===== config.mk =====
export PLATFORM = sky130hd
export DESIGN_NAME = nmru_front
export DESIGN_NICKNAME = d
export VERILOG_FILES = /design/src/sv/nmru_victim_selector_top_defines.svh /design/src/sv/nmru_pkg.sv /design/src/sv/nmru_front.sv
export SDC_FILE = /design/constraint.sdc
export NUM_CORES = 1
export LEC_CHECK = 0
export BUFFER_PORTS_ARGS = -buffer_cell sky130_fd_sc_hd__buf_2
export CAP_MARGIN = 20
export CORE_MARGIN = 2
export CORE_UTILIZATION = 25
export DETAILED_ROUTE_END_ITERATION = 10
export GPL_TIMING_DRIVEN = 0
export PLACE_DENSITY = 0.95
export SYNTH_ARGS = -nofsm -noshare
export SYNTH_HDL_FRONTEND = slang
export SYNTH_SLANG_ARGS = --single-unit

===== constraint.sdc =====
create_clock -name vclk -period 1.2
set_clock_uncertainty 0.1 [all_clocks]
set_input_delay 0.12 -clock vclk [all_inputs]
set_output_delay 0.12 -clock vclk [all_outputs]
set_load 0.02 [all_outputs]

===== src/sv/nmru_victim_selector_top_defines.svh =====
//------------------------------------------------------------------------------
// nmru_victim_selector_top_defines.svh
// Assertion macros used by nmru_back of the replacement selector RTL.
//------------------------------------------------------------------------------
`ifndef NMRU_VICTIM_SELECTOR_TOP_DEFINES_SVH
`define NMRU_VICTIM_SELECTOR_TOP_DEFINES_SVH

// condition holds on every clock out of reset
`define NMRU_ASSERT(lbl, cond, msg) \
	lbl: assert property (@(posedge clk) disable iff (!arst_n) (cond)) else $error(msg);

// consequent holds in the same cycle as the antecedent
`define NMRU_ASSERT_IMP(lbl, ante, cons, msg) \
	lbl: assert property (@(posedge clk) disable iff (!arst_n) (ante) |-> (cons)) else $error(msg);

`endif


===== src/sv/nmru_pkg.sv =====
//------------------------------------------------------------------------------
// nmru_pkg
// Shared types, request codes and the LFSR step of the NMRU selector.
//------------------------------------------------------------------------------
package nmru_pkg;

	localparam int unsigned SET_W   = 6;
	localparam int unsigned WAYF_W  = 2;
	localparam int unsigned TICK_W  = 32;
	localparam int unsigned LFSR_W  = 16;
	localparam int unsigned IN_W    = 48;
	localparam int unsigned OUT_W   = 8;
	localparam int unsigned QDEPTH  = 2;

	localparam logic [LFSR_W-1:0] SEED_RESET = 16'd44257;
	localparam logic [LFSR_W-1:0] LFSR_TAPS  = 16'hB400;

	localparam logic [1:0] REQ_CLEAR  = 2'd0;
	localparam logic [1:0] REQ_TOUCH  = 2'd1;
	localparam logic [1:0] REQ_VICTIM = 2'd2;

	localparam logic REG_SEED = 1'b0;

	typedef enum logic [1:0] {
		KIND_NOP,
		KIND_WRITE,
		KIND_VICTIM
	} kind_t;

	typedef struct packed {
		kind_t              kind;
		logic [SET_W-1:0]   set;
		logic [WAYF_W-1:0]  way;
		logic [TICK_W-1:0]  tick;
	} entry_t;

	function automatic logic [LFSR_W-1:0] lfsr_step(input logic [LFSR_W-1:0] x);
		logic [LFSR_W-1:0] sh;
		sh = x >> 1;
		return x[0] ? (sh ^ LFSR_TAPS) : sh;
	endfunction

endpackage


===== src/sv/nmru_front.sv =====
//------------------------------------------------------------------------------
// nmru_front
// Accepts request words, decodes them and pushes queue entries.
//------------------------------------------------------------------------------
module nmru_front #(
	parameter int unsigned NUM_SETS = 64,
	parameter int unsigned NUM_WAYS = 4
) (
	input  logic                          s_tvalid,
	output logic                          s_tready,
	// req_type[1:0], set_index[7:2], way_index[9:8], now_tick[41:10], zero pad
	input  logic [nmru_pkg::IN_W-1:0]     s_tdata,
	input  logic                          clearing,
	input  logic                          q_full,
	output logic                          q_push,
	output nmru_pkg::entry_t              q_entry
);
	import nmru_pkg::*;

	logic [SET_W-1:0]  set_mod [2**SET_W];
	logic [1:0]        req;
	logic [SET_W-1:0]  set_in;
	logic [WAYF_W-1:0] way_in;
	logic [TICK_W-1:0] tick_in;
	logic              way_ok;

	for (genvar i = 0; i < 2**SET_W; i++) begin : g_set_mod
		localparam int unsigned MODV = i % NUM_SETS;
		assign set_mod[i] = SET_W'(MODV);
	end

	assign req     = s_tdata[1:0];
	assign set_in  = s_tdata[7:2];
	assign way_in  = s_tdata[9:8];
	assign tick_in = s_tdata[41:10];
	assign way_ok  = int'(way_in) < NUM_WAYS;

	assign s_tready = !q_full && !clearing;
	assign q_push   = s_tvalid && s_tready;

	always_comb begin
		q_entry.set  = set_mod[set_in];
		q_entry.way  = way_in;
		q_entry.tick = '0;
		q_entry.kind = KIND_NOP;
		case (req)
			REQ_CLEAR: begin
				if (way_ok) q_entry.kind = KIND_WRITE;
			end
			REQ_TOUCH: begin
				if (way_ok) q_entry.kind = KIND_WRITE;
				q_entry.tick = tick_in;
			end
			REQ_VICTIM: begin
				q_entry.kind = KIND_VICTIM;
			end
			default: begin
				q_entry.kind = KIND_NOP;
			end
		endcase
	end

endmodule


=== Word-level counts from Yosys, hierarchy flattened ===
Memories as Yosys holds them, arrays and structs flattened.
Index checks and enable logic that the tools add are counted.

* Bitwise operators: 1
* Mux-type cells: 4
* Order comparisons: 1
* Reduce and logical (&&, ||, !) cells: 6
* Eq/ne operators: 2

{| class="wikitable"
|+ Operators by type and width
! operator !! count
|-
| $mux 32 || 1
|-
| $mux 6 || 2
|-
| $ge 7x7->1 const B || 1
|-
| $not 6->7 || 1
|-
| $pmux 2 s2 || 1
|-
| $eq 2x1->1 const B || 1
|-
| $eq 2x2->1 const B || 1
|-
| $logic_and 1x1->1 || 2
|-
| $logic_not 1->1 || 2
|-
| $logic_not 2->1 || 1
|-
| $reduce_or 2->1 || 1
|}

* Memories: 1
* Bits in read-only memories: 384
* Bits of input ports: 51
* Word-level logic and storage cells: 15
* Flip-flop bits (word level): 0
* Output and inout port bits: 44

{| class="wikitable"
|+ Memories
! memory !! depth !! bits a word !! rd ports !! clocked after Yosys merged registers in !! write ports !! RTL line !! source
|-
| (name not given) || 64 || 6 || 1 || 0 || 0 || nmru_front.sv:42 || <nowiki>q_entry.set = set_mod[set_in];</nowiki>
|}

=== Depth between registers and ports, before layout ===
* Word-level depth: 4
* Gate-level depth with buffers: 2
* Depth with buffers taken out: 1

=== Worst setup path before layout ===
OpenSTA, ideal clock, no wires.

* Path kind: input to output
* Start point: input clearing
* End point: output q_push
* Setup slack: 333 ps
* Stages on the path: 1
* Required time: 980 ps
* Data arrival time: 647 ps
* Path buffers: 0
* Cell sequence: nor3b_1

* Longest elaborated chain between the ends: 3

{| class="wikitable"
|+ RTL lines
! element !! RTL line !! source
|-
| start, declared || nmru_front.sv:13 || <nowiki>input logic clearing,</nowiki>
|-
| $logic_not 1->1 || nmru_front.sv:38 || <nowiki>assign s_tready = !q_full && !clearing;</nowiki>
|-
| $logic_and 1x1->1 || nmru_front.sv:38 ||
|-
| $logic_and 1x1->1 || nmru_front.sv:39 || <nowiki>assign q_push = s_tvalid && s_tready;</nowiki>
|-
| end, declared || nmru_front.sv:15 || <nowiki>output logic q_push,</nowiki>
|}

No other way between the ends.

==> impl_metrics.toml <==
[worst_hold_path]
whs_path_depth = 2
worstHoldStart = "s_tdata[2]"
hold_class = "in2out"
min_to = "q_entry[34]"

[drt]
routed_wl_mm = 1.49
drc = 0
via_per_inst = 4.47
dr.first_iter.drc_count = 3
wl_per_cell_um = 10.2
num_vias = 657
drtPass1Iterations = 4
antenna_left = 0

[sta]
fin_crit_sh = 0.854
finalWorstSetupSlack_ps = 175
rsz0062_at_grt = "false"
setup_violations = 0
relSlewSlack = 0.910
tightest_slew_ps = 135
hold_viol = 0
slew_violations = 0
fin_tns_setup_ps = 0
hold_ws_ps = 356
period_needed_ps = 1030
fmax_mhz = 976

[die]
die_area_um2 = 1920
dieWidth_um = 43.8
initial_core_util = 0.266
io_pins = 95
rows = 14
die_h_um = 43.8
core_area_um2 = 1490

[grt]
grt_overflow_total = 0
grt_pass1_wl_mm = 2.15
grt_max_degree = 11
grt_antenna_before_repair = 0
grt_use_total = 0.138
first_global_vias = 585

[clock_network]
postCtsHoldBufs = 0
post_cts_resized = 0
cts_setup_buffers = 0

[critical_path]
cp-start-kind = "primary input"
crit_required_ps = 980
critPathCaptureType = "output pin"
cp_data_arrival_time_ps = 810
crit_fanout = 10
crit_type = "in2out"

[synthesis]
yosysWarningCount = 0
syn_area_um2 = 397
ys_types = 8
syn_inst = 50
yosysSeqAreaShare = 0
syn_nets = 101
synth.avg_cell_area_um2 = 7.93

[flow_run]
max_cap_violations = 0

[final_layout]
seq_cells = 0
drive_above_1_share = 0.756
ff_latch_area_um2 = 0
nClkBuffers = 0
layout.nets = 184
diodes = 0
area_growth_pct = 107
final_area_um2 = 822
layout_common_cells = "buf_2 (87), and3b_1 (28), buf_4 (8)"
final_common_cell = "buf_2"

[place]
dp_hpwl_mm = 1.39
placed_cell_area_um2 = 822
post-place-ws_ps = 159
numPortBuffers = 81
place_congestion = 0.695

[power]
leakage_nw = 0.658
pwr_density_cell_nw_per_um2 = 353
ir_drop_mv = 0.189

[outcome]
status = "completed"
## cells by family after synthesis
group	count (synthesis)	share of synthesized area
buffers and inverters	15	0.237
and+or+nand+nor	35	0.763
## critical path, cell delays in order
cell,delay (ps)
buf_2,130
buf_2,180
and3b_2,220
buf_2,150
## routing by layer
metal	global-route usage	share of wire
met5	0	0
met4	0.0121	0.0047
met3	0.00417	0.10
met2	0.306	0.56
met1	0.138	0.33
## cell usage after synthesis
cell	number	area, um2
buf_4	8	60.1
nor2b_1	1	6.26
buf_2	6	30.0
nor2_1	1	3.75
inv_1	1	3.75
nor3b_1	1	7.51
and3b_1	28	245
and3b_2	4	40.0
## metrics by stage
stage,power [mW],instances,utilization
2_1_floorplan,0.170,50,-
3_3_place_gp,0.286,147,0.552
3_5_place_dp,0.294,147,0.552
4_1_cts,0.294,147,0.552
5_1_grt,0.314,147,0.552
6_report,0.290,147,0.552
## power by group
part	total (mW)	switching (mW)	internal (mW)
clock	0	0	0
combinational	0.290	0.150	0.141
sequential	0	0	0
total	0.290	0.150	0.141
## worst max path at each step
stage	startpoint	end	cells after the start
after floorplan	clearing	q_push	1
after global placement	s_tdata[1]	q_entry[17]	4
after detailed placement	s_tdata[1]	q_entry[18]	4
after CTS	s_tdata[1]	q_entry[18]	4
after global routing	s_tdata[1]	q_entry[17]	4
final	s_tdata[1]	q_entry[18]	4
## area by class of cell
class	count	area [um2]
inverter	1	3.75
tap	16	20.0
timing repair buffer	81	405
fill	148	667
multi-input combinational	35	303
buffer	14	90.1
No activity file was read; power rests on OpenSTA's default activity.
