## src/sv/nmru_victim_selector_top_defines.svh

```systemverilog
//------------------------------------------------------------------------------
// nmru_victim_selector_top_defines.svh
// Assertion macros used by nmru_back of the replacement selector RTL.
//------------------------------------------------------------------------------
`ifndef NMRU_VICTIM_SELECTOR_TOP_DEFINES_SVH
`define NMRU_VICTIM_SELECTOR_TOP_DEFINES_SVH

// condition holds on every clock out of reset
`define NMRU_ASSERT(lbl, cond, msg) \
	lbl: assert property (@(posedge clk) disable iff (!arst_n) (cond)) else $error(msg);

// consequent holds in the same cycle as the antecedent
`define NMRU_ASSERT_IMP(lbl, ante, cons, msg) \
	lbl: assert property (@(posedge clk) disable iff (!arst_n) (ante) |-> (cons)) else $error(msg);

`endif

```

## src/sv/nmru_pkg.sv

```systemverilog
//------------------------------------------------------------------------------
// nmru_pkg
// Shared types, request codes and the LFSR step of the NMRU selector.
//------------------------------------------------------------------------------
package nmru_pkg;

	localparam int unsigned SET_W   = 6;
	localparam int unsigned WAYF_W  = 2;
	localparam int unsigned TICK_W  = 32;
	localparam int unsigned LFSR_W  = 16;
	localparam int unsigned IN_W    = 48;
	localparam int unsigned OUT_W   = 8;
	localparam int unsigned QDEPTH  = 2;

	localparam logic [LFSR_W-1:0] SEED_RESET = 16'd44257;
	localparam logic [LFSR_W-1:0] LFSR_TAPS  = 16'hB400;

	localparam logic [1:0] REQ_CLEAR  = 2'd0;
	localparam logic [1:0] REQ_TOUCH  = 2'd1;
	localparam logic [1:0] REQ_VICTIM = 2'd2;

	localparam logic REG_SEED = 1'b0;

	typedef enum logic [1:0] {
		KIND_NOP,
		KIND_WRITE,
		KIND_VICTIM
	} kind_t;

	typedef struct packed {
		kind_t              kind;
		logic [SET_W-1:0]   set;
		logic [WAYF_W-1:0]  way;
		logic [TICK_W-1:0]  tick;
	} entry_t;

	function automatic logic [LFSR_W-1:0] lfsr_step(input logic [LFSR_W-1:0] x);
		logic [LFSR_W-1:0] sh;
		sh = x >> 1;
		return x[0] ? (sh ^ LFSR_TAPS) : sh;
	endfunction

endpackage

```

## src/sv/nmru_queue.sv

```systemverilog
//------------------------------------------------------------------------------
// nmru_queue
// Two-entry queue between the decode front and the execution back.
//------------------------------------------------------------------------------
module nmru_queue (
	input  logic             clk,
	input  logic             arst_n,
	input  logic             push,
	input  nmru_pkg::entry_t push_entry,
	input  logic             pop,
	output nmru_pkg::entry_t head,
	output logic             empty,
	output logic             full
);
	import nmru_pkg::*;

	localparam int unsigned PTR_W = $clog2(QDEPTH);

	entry_t             slot_q [QDEPTH];
	logic [PTR_W-1:0]   wr_ptr_q;
	logic [PTR_W-1:0]   rd_ptr_q;
	logic [PTR_W:0]     count_q;

	assign empty = count_q == '0;
	assign full  = count_q == (PTR_W+1)'(QDEPTH);
	assign head  = slot_q[rd_ptr_q];

	always_ff @(posedge clk) begin
		if (push) slot_q[wr_ptr_q] <= push_entry;
	end

	always_ff @(posedge clk or negedge arst_n) begin
		if (!arst_n) begin
			wr_ptr_q <= '0;
			rd_ptr_q <= '0;
			count_q  <= '0;
		end else begin
			if (push) wr_ptr_q <= wr_ptr_q + 1'b1;
			if (pop)  rd_ptr_q <= rd_ptr_q + 1'b1;
			if (push && !pop)      count_q <= count_q + 1'b1;
			else if (pop && !push) count_q <= count_q - 1'b1;
		end
	end

endmodule

```

## config.mk

```make
export PLATFORM = sky130hd
export DESIGN_NAME = nmru_queue
export DESIGN_NICKNAME = d
export VERILOG_FILES = /design/src/sv/nmru_victim_selector_top_defines.svh /design/src/sv/nmru_pkg.sv /design/src/sv/nmru_queue.sv
export SDC_FILE = /design/constraint.sdc
export NUM_CORES = 1
export LEC_CHECK = 0
export ABC_AREA = 1
export BUFFER_PORTS_ARGS = -buffer_cell sky130_fd_sc_hd__buf_2
export CAP_MARGIN = 20
export CORE_MARGIN = 3
export CORE_UTILIZATION = 47
export DETAILED_ROUTE_END_ITERATION = 7
export PLACE_DENSITY_LB_ADDON = 0.2
export SLEW_MARGIN = 30
export SYNTH_ARGS = -nofsm -noshare
export SYNTH_HDL_FRONTEND = slang
export SYNTH_SLANG_ARGS = --single-unit
```

## constraint.sdc

```tcl
create_clock -name clk -period 2.4 [get_ports clk]
set_input_delay 0.24 -clock clk [delete_from_list [all_inputs] [get_ports clk]]
set_output_delay 0.24 -clock clk [all_outputs]
set_load 0.03 [all_outputs]
```

# [Word-level counts from Yosys, hierarchy flattened]
# Memory sizes are Yosys's and may differ from the RTL's.
# Index checks and enable logic that the tools add are counted.
# W data, S select, Z words.
[op_classes] n_mux=4 n_reduce_logical=6 bitwise_logic=0 shift=0 n_eq_ne=1 n_div=0 order_cmp=0 add_sub_neg=4 n_mul=0
[ops] operator="$mux W2" count=2
[ops] operator="$add A1 B1 Y1 const B" count=2
[ops] operator="$add A2 B1 Y2 const B" count=1
[ops] operator="$eq A2 B2 Y1 const B" count=1
[ops] operator="$logic_and A1 B1 Y1" count=2
[ops] operator="$logic_not A1 Y1" count=2
[ops] operator="$logic_not A2 Y1" count=1
[ops] operator="$mux W1" count=2
[ops] operator="$reduce_bool A2 Y1" count=1
[ops] operator="$sub A2 B1 Y2 const B" count=1
[word_totals] rom_bits=0 ff_bits=4 ramBits=84 word_cells=19 output_inout_bits=44 latchBits=0 input_bits=46 n_memories=1
[mem_list] memory="slot_q" words=2 width=42 rd=1 rd_ports_with_merged_regs=0 write_ports=1 line_no="nmru_queue.sv:19" rtl="entry_t slot_q [QDEPTH];"

# [Longest topological paths before layout]
# Gate-level depths: netlist of the first run.
[depth] depth_word=4 ltp_mapped=7

# [Least setup slack after synthesis of the first run]
# No wires, ideal clock.
[synth_timing] path_type="register -> register" start="reg wr_ptr_q" end="mem slot_q[0][0] (netlist bit), enable pin" stages_incl_launch_ff=2 synth_period_minus_slack_ns=2.620 t_required_ns=1.958 t_arrival_ns=2.178 setup_slack_ns=-0.220 path_buffers=0 path_cell_list="dfrtp_1 > nor2_1"
[synth_rtl] element="start, declared" line_no="nmru_queue.sv:20" rtl="logic [PTR_W-1:0] wr_ptr_q;"
[synth_rtl] element="start signal, assigned" line_no="nmru_queue.sv:38" rtl="if (push) wr_ptr_q <= wr_ptr_q + 1'b1;"
[synth_rtl] element="end, declared" line_no="nmru_queue.sv:19"
# Straight into the memory's write port.

==> summary.txt, run 1 <==
Worst setup path
  • CP max-delay cell: dfrtp_2
  • WS Path Type: flop to output pin
  • CP Max Fanout: 13
  • Reg2Reg Depth: 2
  • Worst setup SP type: flop
  • Worst Path Buf+Inv: 2
  • Slowest stage delay, CP: 0.58 ns
  • Beginning of the critical path: rd_ptr_q
  • R2r endpoint: slot_q[0][1]
  • Top delay family on crit path: flip-flops
  • Critical path cell sequence: buf_4, mux2_4, buf_2
  • Crit path depth: 3
  • Flop2flop setup slack: 1.01 ns
  • Worst EP arrival: 1.76 ns
  • Crit. End Element: output pin
  • Critical R2R Launch: wr_ptr_q
  • Worst setup path end: head[10]
  • WP data required: about 2.2 ns

CTS
  • Post_cts resized: 0
  • Post-CTS Repair Setup Buffers: 0
  • Clock buffer count from CTS: 9
  • Hold_buf cts: 1
  • Clk slew on worst S/H paths: approximately 0.080 ns
  • CTS Sinks: between 80 and 90
  • CTS tree: done
  • Clk Latency, worst-skew pair: approximately 0.33 ns
  • Htree depth: 3
  • Root buf cell: clkbuf_8
  • CTS Buffer Depth: 2

Placed design
  • Port Buffers: 89
  • Post-DP HPWL: 3.50 mm
  • GPL Wtd Cong: 0.667

Final layout
  • Final core occ: 60.5%
  • Nets: 303
  • Most frequent cells in the layout: buf_2 (89), edfxtp_1 (84), mux2_4 (39)
  • Share of layout cells above drive strength 1: between 50% and 60%
  • Area Overhead vs Synth: 22.2%
  • Commonest non-fill, non-tap cell in the layout: buf_2
  • Number of fill cells: 505

Pwr
  • Seq pwr share: around two fifths
  • Clock share of power: 19.4%
  • Internal power: 3.44 mW
  • Worst VDD drop: 677 µV
  • Switching Power: ~1.8 mW
  • Pwr dens: 1240 nW/µm²
  • Switching share of power: around a third
  • Gate power share: approximately two fifths
  • Lkg Pwr: 1.73 nW

STA
  • Final hold violations: 0
  • Tightest Pin Transition: between 0.4 and 0.5 ns
  • Setup_tns: 0 ns
  • Slew HR: approximately 72%
  • FMAX: 500 MHz
  • Slew Viols, Final: 0
  • Period utilisation layout: 83.3%
  • Finish-stage setup viols: 0
  • Final worst path period need: 2.00 ns
  • Setup Skew: 0.00420 ns
  • RSZ-0062 raised after global routing: no

Flow run
  • # Max-Cap Violations: 0

Synthesis
  • Synthesized area: 3440 µm²
  • Syn Area/Cell: roughly 22 µm²
  • Register area share after synthesis: 76.2%
  • Yosys reg bits: between 80 and 90
  • Syn_nets: slightly above 200
  • Cells after Synth: 156
  • Yosys warns: 0
  • Synth cell types: 14

Route
  • Avg Vias per Cell: about 4.6
  • Routed wire length: 5.13 mm
  • Drt wl/cell: 14.4 µm
  • Total number of vias: 1633
  • Pre-antenna DRT Iters: 4
  • Initial DRC Count: 81
  • DRC Markers: 0
  • DRT antenna net count: 0

Min path
  • Tightest Hold Check Type: primary input to flop

Global routing
  • Initial antenna violation count: 1
  • First-pass GRT wire length: 8.01 mm
  • Vias in the first global route: roughly 1600
  • Largest net degree at the start of global routing: 31
  • Total GRT Usage: 12.8%
  • Congestion Overflow GR: 0

Die
  • IO Count: 90
  • Die area: about 8400 µm²
  • Core Box Area: slightly below 7000 µm²
  • Rows: 30
  • Die H: slightly above 90 µm
  • Chip Width: between 90 and 100 µm
  • Starting density of the core: 49.5%

Outcome
  • Status: finished clean
==> worst min path at each step <==
stage / cells past startpoint / end / start / slack [ns]
after floorplan: 0 / count_q[0] / arst_n / -0.06
after global placement: 1 / count_q[1] / arst_n / 0.05
after detailed placement: 1 / count_q[1] / arst_n / 0.05
after CTS: 1 / slot_q[0][2] / push_entry[2] / 0.07
after global routing: 1 / slot_q[1][9] / push_entry[9] / 0.06
final: 1 / slot_q[0][2] / push_entry[2] / 0.09
==> sequential cells by signal, indices dropped and copies added (netlist names) <==
| signal | flops |
|---|---|
| slot_q | 84 |
| wr_ptr_q | 1 |
| rd_ptr_q | 1 |
| count_q | 2 |
==> worst reg2reg max path: cells and delay by family, from the launching register on <==
kind	cells	cell delay [ns]
flops	1	0.43
buf+inv	1	0.26
simple gates	1	0.38
==> power by group through the flow <==
stage | Combinational, mW | Sequential, mW | Clock (mW)
2_1_floorplan | 1.73 | 2.15 | 0
5_1_grt | 2.14 | 2.21 | 1.12
4_1_cts | 2.06 | 2.18 | 1.05
3_5_place_dp | 2.05 | 2.22 | 0
3_3_place_gp | 2.05 | 2.21 | 0
6_report | 2.03 | 2.18 | 1.01
==> cell families (layout without fill, tap and decap cells) <==
family / after synthesis / count (layout) / synth area share (%)
XOR/XNOR: 3 / 3 / 0.764
adder cells (fa/ha/maj): 1 / 1 / 0.364
buffers and inverters: 12 / 116 / 3.42
flip-flops: 88 / 88 / 76.2
multiplexers: 42 / 42 / 18.0
other: 0 / 1 / 0
AND/OR/NAND/NOR: 10 / 10 / 1.20
==> per-layer routing <==
metal  track usage, %  vias up  wire [µm]
met1             15.6      776       2090
met4             6.78        0        134
met3             4.47       11        363
met5                0        -          0
li1                 -      790          -
met2             19.8       56       2530
==> layout make-up <==
class	instances	area (µm²)	share of cell area [%]
clock buffer	9	124	2.95
multi-input combinational	56	707	16.8
clock inverter	6	75.1	1.79
tap	96	120	2.86
timing repair buffer	94	523	12.4
inverter	7	26.3	0.625
sequential	88	2620	62.4
antenna	1	2.50	0.0596
==> Yosys cell counts <==
master,n,area share (%)
nand2_1,5,0.55
buf_12,4,2.3
nor2_1,3,0.33
edfxtp_1,84,73
dfrtp_1,4,2.9
mux2_4,39,17
xor2_1,2,0.51
mux2_2,3,0.98
ha_1,1,0.36
buf_6,1,0.33
nand4_1,1,0.18
nand3_1,1,0.15
xnor2_1,1,0.25
inv_1,7,0.76
==> stage by stage <==
stage | worst slack (ns) | total power, mW | hold slack [ns] | instance area [µm²] | instances
global route | 0.323 | 5.47 | 0.0629 | 4200 | 357
floorplan | 0.472 | 3.88 | -0.0556 | 3440 | 156
finish | 0.400 | 5.22 | 0.0870 | 4200 | 357
global placement | 0.752 | 4.25 | 0.0518 | 3990 | 340
CTS | 0.367 | 5.29 | 0.0685 | 4200 | 356
detailed placement | 0.753 | 4.27 | 0.0546 | 3990 | 340
(Power assumes the default switching activity.)
==> run 2: changes to the inputs <==
- clock period: 2.4 -> 1.6 ns (I/O delays scaled with it)
==> run 2 against run 1 <==
  * The flow now finishes with violations (negative setup slack)
  * Worst hold slack got worse by 0.063 ns
  * Register-to-register slack got worse by 0.63 ns
  * Clock power increased by 43%
  * Combinational power increased by 88%
  * Global-route usage increased by 2.1 points
  * Clock-buffer cell count increased by 3
  * Die area unchanged
  * Sequential share of layout area decreased by 8.1 points
  * Critical path depth unchanged
  * Cell area increased by 15%
  * Critical path type unchanged
  * Critical endpoint is now head[19]
  * Largest cell class unchanged
  * Highest routed layer unchanged
==> summary.txt, run 2 (synthesis results as in run 1) <==
Route
  • Routed wire length: ~6 mm
  • Initial DRC Count: 81
  • Avg Vias per Cell: about 4.5
  • Pre-antenna DRT Iters: 4
  • DRC Markers: 0
  • DRT antenna net count: 0
  • Total number of vias: 1803
  • Drt wl/cell: 15.1 µm

Final layout
  • Biggest register: slot_q
  • Top Registers: slot_q (84), count_q (2)
  • Nets: 344
  • Share of layout cells above drive strength 1: around 51%
  • Fin cells: 398
  • Most frequent cells in the layout: edfxtp_1 (84), buf_2 (58), mux2_4 (42)
  • Commonest non-fill, non-tap cell in the layout: edfxtp_1
  • Area Overhead vs Synth: 40.5%
  • Antenna diodes: 0
  • Number of fill cells: 466
  • Finished Cell Area: around 4800 µm²
  • Largest register FFs: 84

Worst setup path
  • Crit. End Element: output pin
  • CP max-delay cell: dfrtp_2
  • Worst Path Buf+Inv: 2
  • WS Path Type: flop to output pin
  • CP Max Fanout: 11
  • Top delay family on crit path: flip-flops
  • WP data required: 1.44 ns
  • Worst setup SP type: flop
  • Worst EP arrival: 1.50 ns
  • Critical path cell sequence: buf_6, mux2_4, buf_2
  • Slowest stage delay, CP: 0.45 ns

Die
  • Die area: 8380 µm²
  • Chip Width: ~90 µm
  • IO Count: 90
  • Rows: 30
  • Starting density of the core: 49.5%
  • Die H: 91.5 µm
  • Core Box Area: 6940 µm²

Pwr
  • Pwr dens: 1750 nW/µm²
  • Worst VDD drop: between 1000 and 1500 µV
  • Pwr Total: 8.48 mW
  • Lkg Pwr: 1.99 nW

STA
  • Slew HR: 80.3%
  • RSZ-0062 raised after global routing: yes
  • Slew Viols, Final: 0
  • Setup Skew: between 0.007 and 0.008 ns
  • Period utilisation layout: 104%
  • Tightest Pin Transition: 0.295 ns
  • Final hold violations: 0
  • Final worst path period need: between 1.5 and 2 ns
  • FMAX: around 600 MHz
  • Final WS setup: -0.0601 ns
  • Finish-stage setup viols: 42

CTS
  • Post-CTS Repair Setup Buffers: 0
  • Clk slew on worst S/H paths: 0.08 ns
  • Clock buffer count from CTS: 9
  • Htree depth: 3
  • CTS Buffer Depth: 2
  • Clk Latency, worst-skew pair: 0.34 ns
  • CTS tree: done
  • Root buf cell: clkbuf_8
  • CTS Sinks: 88

Global routing
  • First-pass GRT wire length: 9.38 mm
  • Congestion Overflow GR: 0
  • Largest net degree at the start of global routing: 33
  • Vias in the first global route: 1967
  • Initial antenna violation count: 0
  • Total GRT Usage: 14.8%

Outcome
  • Status: complete, but fails checks
  • Failing checks: negative setup slack

Placed design
  • GPL Wtd Cong: 0.657
  • Port Buffers: 89
  • Area after DPL: 4020 µm²
  • Placed cell count: 342

Flow run
  • # Max-Cap Violations: 0

Min path
  • Tightest Hold Check Type: primary input to flop
[run 2: worst reg2reg max path: cells and delay by family, from the launching register on]
kind / cells / cell delay [ns]
and+or+nand+nor: 1 / 0.15
DFF: 1 / 0.43
buffers and inverters: 1 / 0.31
[run 2: path summary, 6_finish.rpt]
path / from / to / slack, ns / depth (start not counted)
hold / removal: push_entry[19] / slot_q[0][19] / 0.02 / 1
setup / recovery: rd_ptr_q / head[19] / -0.06 / 3
hold reg to reg: count_q[1] / count_q[1] / 0.51 / 2
min in group asynchronous: arst_n / wr_ptr_q / 0.15 / 2
max in group asynchronous: arst_n / rd_ptr_q / 1.30 / 2
setup reg to reg: wr_ptr_q / slot_q[0][32] / 0.38 / 2
[run 2: repair_timing]
action | CTS | global route
gates cloned | 0 | 1
gates resized for setup | 59 | 6
hold buffers | 37 | 2
hold endpoints to repair | 73 | 3
setup endpoints to repair | 42 | 42
[run 2: per-stage QoR]
step | utilization, % | setup slack (ns) | hold slack, ns | setup TNS (ns)
after detailed placement | 57.9 | 0.248 | -0.0231 | 0
after global routing | 69.6 | -0.116 | 0.00486 | -3.66
final | 69.6 | -0.0601 | 0.0236 | -1.67
after global placement | 57.9 | 0.273 | -0.0253 | 0
after floorplan | - | 0.102 | -0.136 | 0
after CTS | 68.6 | -0.140 | 0.00412 | -2.80
[run 2: area by class of cell]
class / instances / area (µm²) / area share [%]
inverter: 7 / 30.0 / 0.621
timing repair buffer: 135 / 1150 / 23.8
sequential: 88 / 2620 / 54.3
multi-input combinational: 56 / 718 / 14.9
tap: 96 / 120 / 2.49
clock buffer: 12 / 145 / 3.00
clock inverter: 4 / 45.0 / 0.932
[run 2: layer usage]
metal / wire (µm) / track usage [%] / up-vias
li1: - / - / 877
met1: 2440 / 17.4 / 864
met2: 3240 / 25.2 / 58
met3: 287 / 4.31 / 4
met4: 38 / 6.41 / 0
met5: 0 / 0 / -
[run 2: power by group]
part | internal (mW) | switching [mW]
clock | 0.758 | 0.680
sequential | 3.06 | 0.171
combinational | 1.82 | 1.99
==> run 3: changes to the inputs <==
- SKIP_LAST_GASP: default -> 1
==> run 3 against run 2 <==
  * The flow still finishes with violations (negative setup slack)
  * Utilization is 2.9 points lower
  * Critical path type unchanged
  * Combinational power is 13% lower
  * Cell area is 4.2% lower
  * Clock-buffer cell count stayed put
  * Routed wire length is 1.8% lower
  * Non-clock buffer count stayed put
  * Worst setup slack worse by 0.022 ns
  * Sequential share of layout area is 2.4 points higher
  * Largest cell class unchanged
  * Sequential cell count stayed put
  * Global-route usage is 0.48 points lower
  * Clock power hardly changed
==> summary.txt, run 3 (synthesis results as in run 1) <==
CTS
  • Htree depth: 3
  • Clock buffer count from CTS: 9
  • Clk slew on worst S/H paths: roughly 0.070 ns
  • Root buf cell: clkbuf_8
  • CTS Buffer Depth: 2
  • Clk Latency, worst-skew pair: 0.34 ns
  • Post-CTS Repair Setup Buffers: 0
  • CTS tree: done
  • CTS Sinks: 88

Placed design
  • Port Buffers: 89
  • GPL Wtd Cong: 0.657
  • Pre-CTS setup slack: 0.248 ns

Pwr
  • Pwr Total: 7.98 mW
  • Pwr dens: 1720 nW/µm²
  • Lkg Pwr: 1.91 nW
  • Worst VDD drop: 1320 µV

Die
  • IO Count: 90
  • Core Box Area: 6940 µm²
  • Chip Width: 91.5 µm
  • Rows: 30
  • Die area: 8380 µm²
  • Starting density of the core: 49.5%
  • Die H: between 90 and 100 µm

Final layout
  • Final core occ: 66.7%
  • Commonest non-fill, non-tap cell in the layout: buf_2
  • Largest register FFs: 84
  • Biggest register: slot_q
  • Register area: 2620 µm²
  • Share of layout cells above drive strength 1: 51.3%
  • Antenna diodes: 0
  • Nets: between 300 and 400
  • Most frequent cells in the layout: buf_2 (89), edfxtp_1 (84), mux2_4 (39), dlygate4sd3_1 (39), clkbuf_8 (10)
  • Multi-input gate area: ~700 µm²
  • Number of fill cells: 490
  • Top Registers: slot_q (84), count_q (2)
  • Area Overhead vs Synth: 34.6%

STA
  • Final worst path period need: 1.68 ns
  • Period utilisation layout: 105%
  • Slew HR: roughly four fifths
  • RSZ-0062 raised after global routing: yes
  • Slew Viols, Final: 0
  • Final hold violations: 0
  • Final WS setup: -0.0817 ns
  • FMAX: between 500 and 600 MHz
  • Tightest Pin Transition: 0.290 ns
  • Setup Skew: 0.00689 ns
  • Finish-stage setup viols: 42

Route
  • Routed wire length: ~5.9 mm
  • Drt wl/cell: 14.8 µm
  • Total number of vias: ~1800
  • DRT antenna net count: 0
  • Avg Vias per Cell: 4.46
  • Initial DRC Count: 84
  • DRC Markers: 0
  • Pre-antenna DRT Iters: 4

Worst setup path
  • WP data required: 1.44 ns
  • Worst setup SP type: flop
  • Crit. End Element: output pin
  • WS Path Type: flop to output pin
  • CP Max Fanout: 16
  • Worst EP arrival: 1.52 ns

Global routing
  • Initial antenna violation count: 0
  • Total GRT Usage: 14.3%
  • Vias in the first global route: 1906
  • Largest net degree at the start of global routing: 33
  • Congestion Overflow GR: 0
  • First-pass GRT wire length: 9.02 mm

Outcome
  • Status: complete, but fails checks
  • Failing checks: negative setup slack

Flow run
  • # Max-Cap Violations: 0

Min path
  • Tightest Hold Check Type: primary input to flop
[run 3: final cells by class]
class / count / area share [%]
Timing Repair Buffer: 135 / 20.7
Clock inverter: 4 / 0.973
Tap cell: 96 / 2.59
Inverter: 7 / 0.648
Multi-Input combinational cell: 56 / 15.3
Clock buffer: 12 / 3.13
Sequential cell: 88 / 56.7
[run 3: where the power goes]
part | total (mW) | switching [mW] | internal [mW] | leakage (nW)
clock | 1.44 | 0.682 | 0.758 | 0.100
combinational | 3.32 | 1.90 | 1.42 | 0.977
sequential | 3.23 | 0.166 | 3.06 | 0.834
[run 3: per-layer routing]
| metal | track usage [%] | wire length (µm) | up-vias |
|---|---|---|---|
| met3 | 4.31 | 304 | 2 |
| met5 | 0 | 0 | - |
| met2 | 23.9 | 3140 | 52 |
| met1 | 17.2 | 2430 | 845 |
| li1 | - | - | 877 |
| met4 | 6.03 | 23 | 0 |
[run 3: critical path, cell delays in order, from the launching register on]
cell       delay (ns)
dfrtp_2          0.45
clkbuf_16        0.24
mux2_4           0.31
buf_2            0.18
[run 3: what timing repair did]
| item | CTS | global route |
|---|---|---|
| hold buffers | 37 | 2 |
| cloned | 0 | 1 |
| endpoints found under the hold margin | 73 | 3 |
| resized for setup | 0 | 1 |
| endpoints found under the setup margin | 42 | 42 |
[run 3: stage by stage]
| stage | instances | setup TNS (ns) | cell area, µm² | hold slack (ns) |
|---|---|---|---|---|
| 2_1_floorplan | 156 | 0 | 3450 | -0.136 |
| 3_3_place_gp | 342 | 0 | 4020 | -0.0253 |
| 3_5_place_dp | 342 | 0 | 4020 | -0.0231 |
| 4_1_cts | 395 | -3.63 | 4580 | 0.00412 |
| 5_1_grt | 398 | -4.45 | 4630 | 0.00486 |
| 6_report | 398 | -2.27 | 4630 | 0.0247 |
[run 3: final timing paths]
path / depth (start not counted) / to / startpoint / slack (ns)
min: 1 / slot_q[0][41] / push_entry[41] / 0.02
min in group asynchronous: 2 / wr_ptr_q / arst_n / 0.16
max reg2reg: 2 / slot_q[0][32] / wr_ptr_q / 0.38
min reg2reg: 2 / count_q[1] / count_q[1] / 0.51
max: 3 / head[4] / rd_ptr_q / -0.08
max in group asynchronous: 2 / rd_ptr_q / arst_n / 1.30
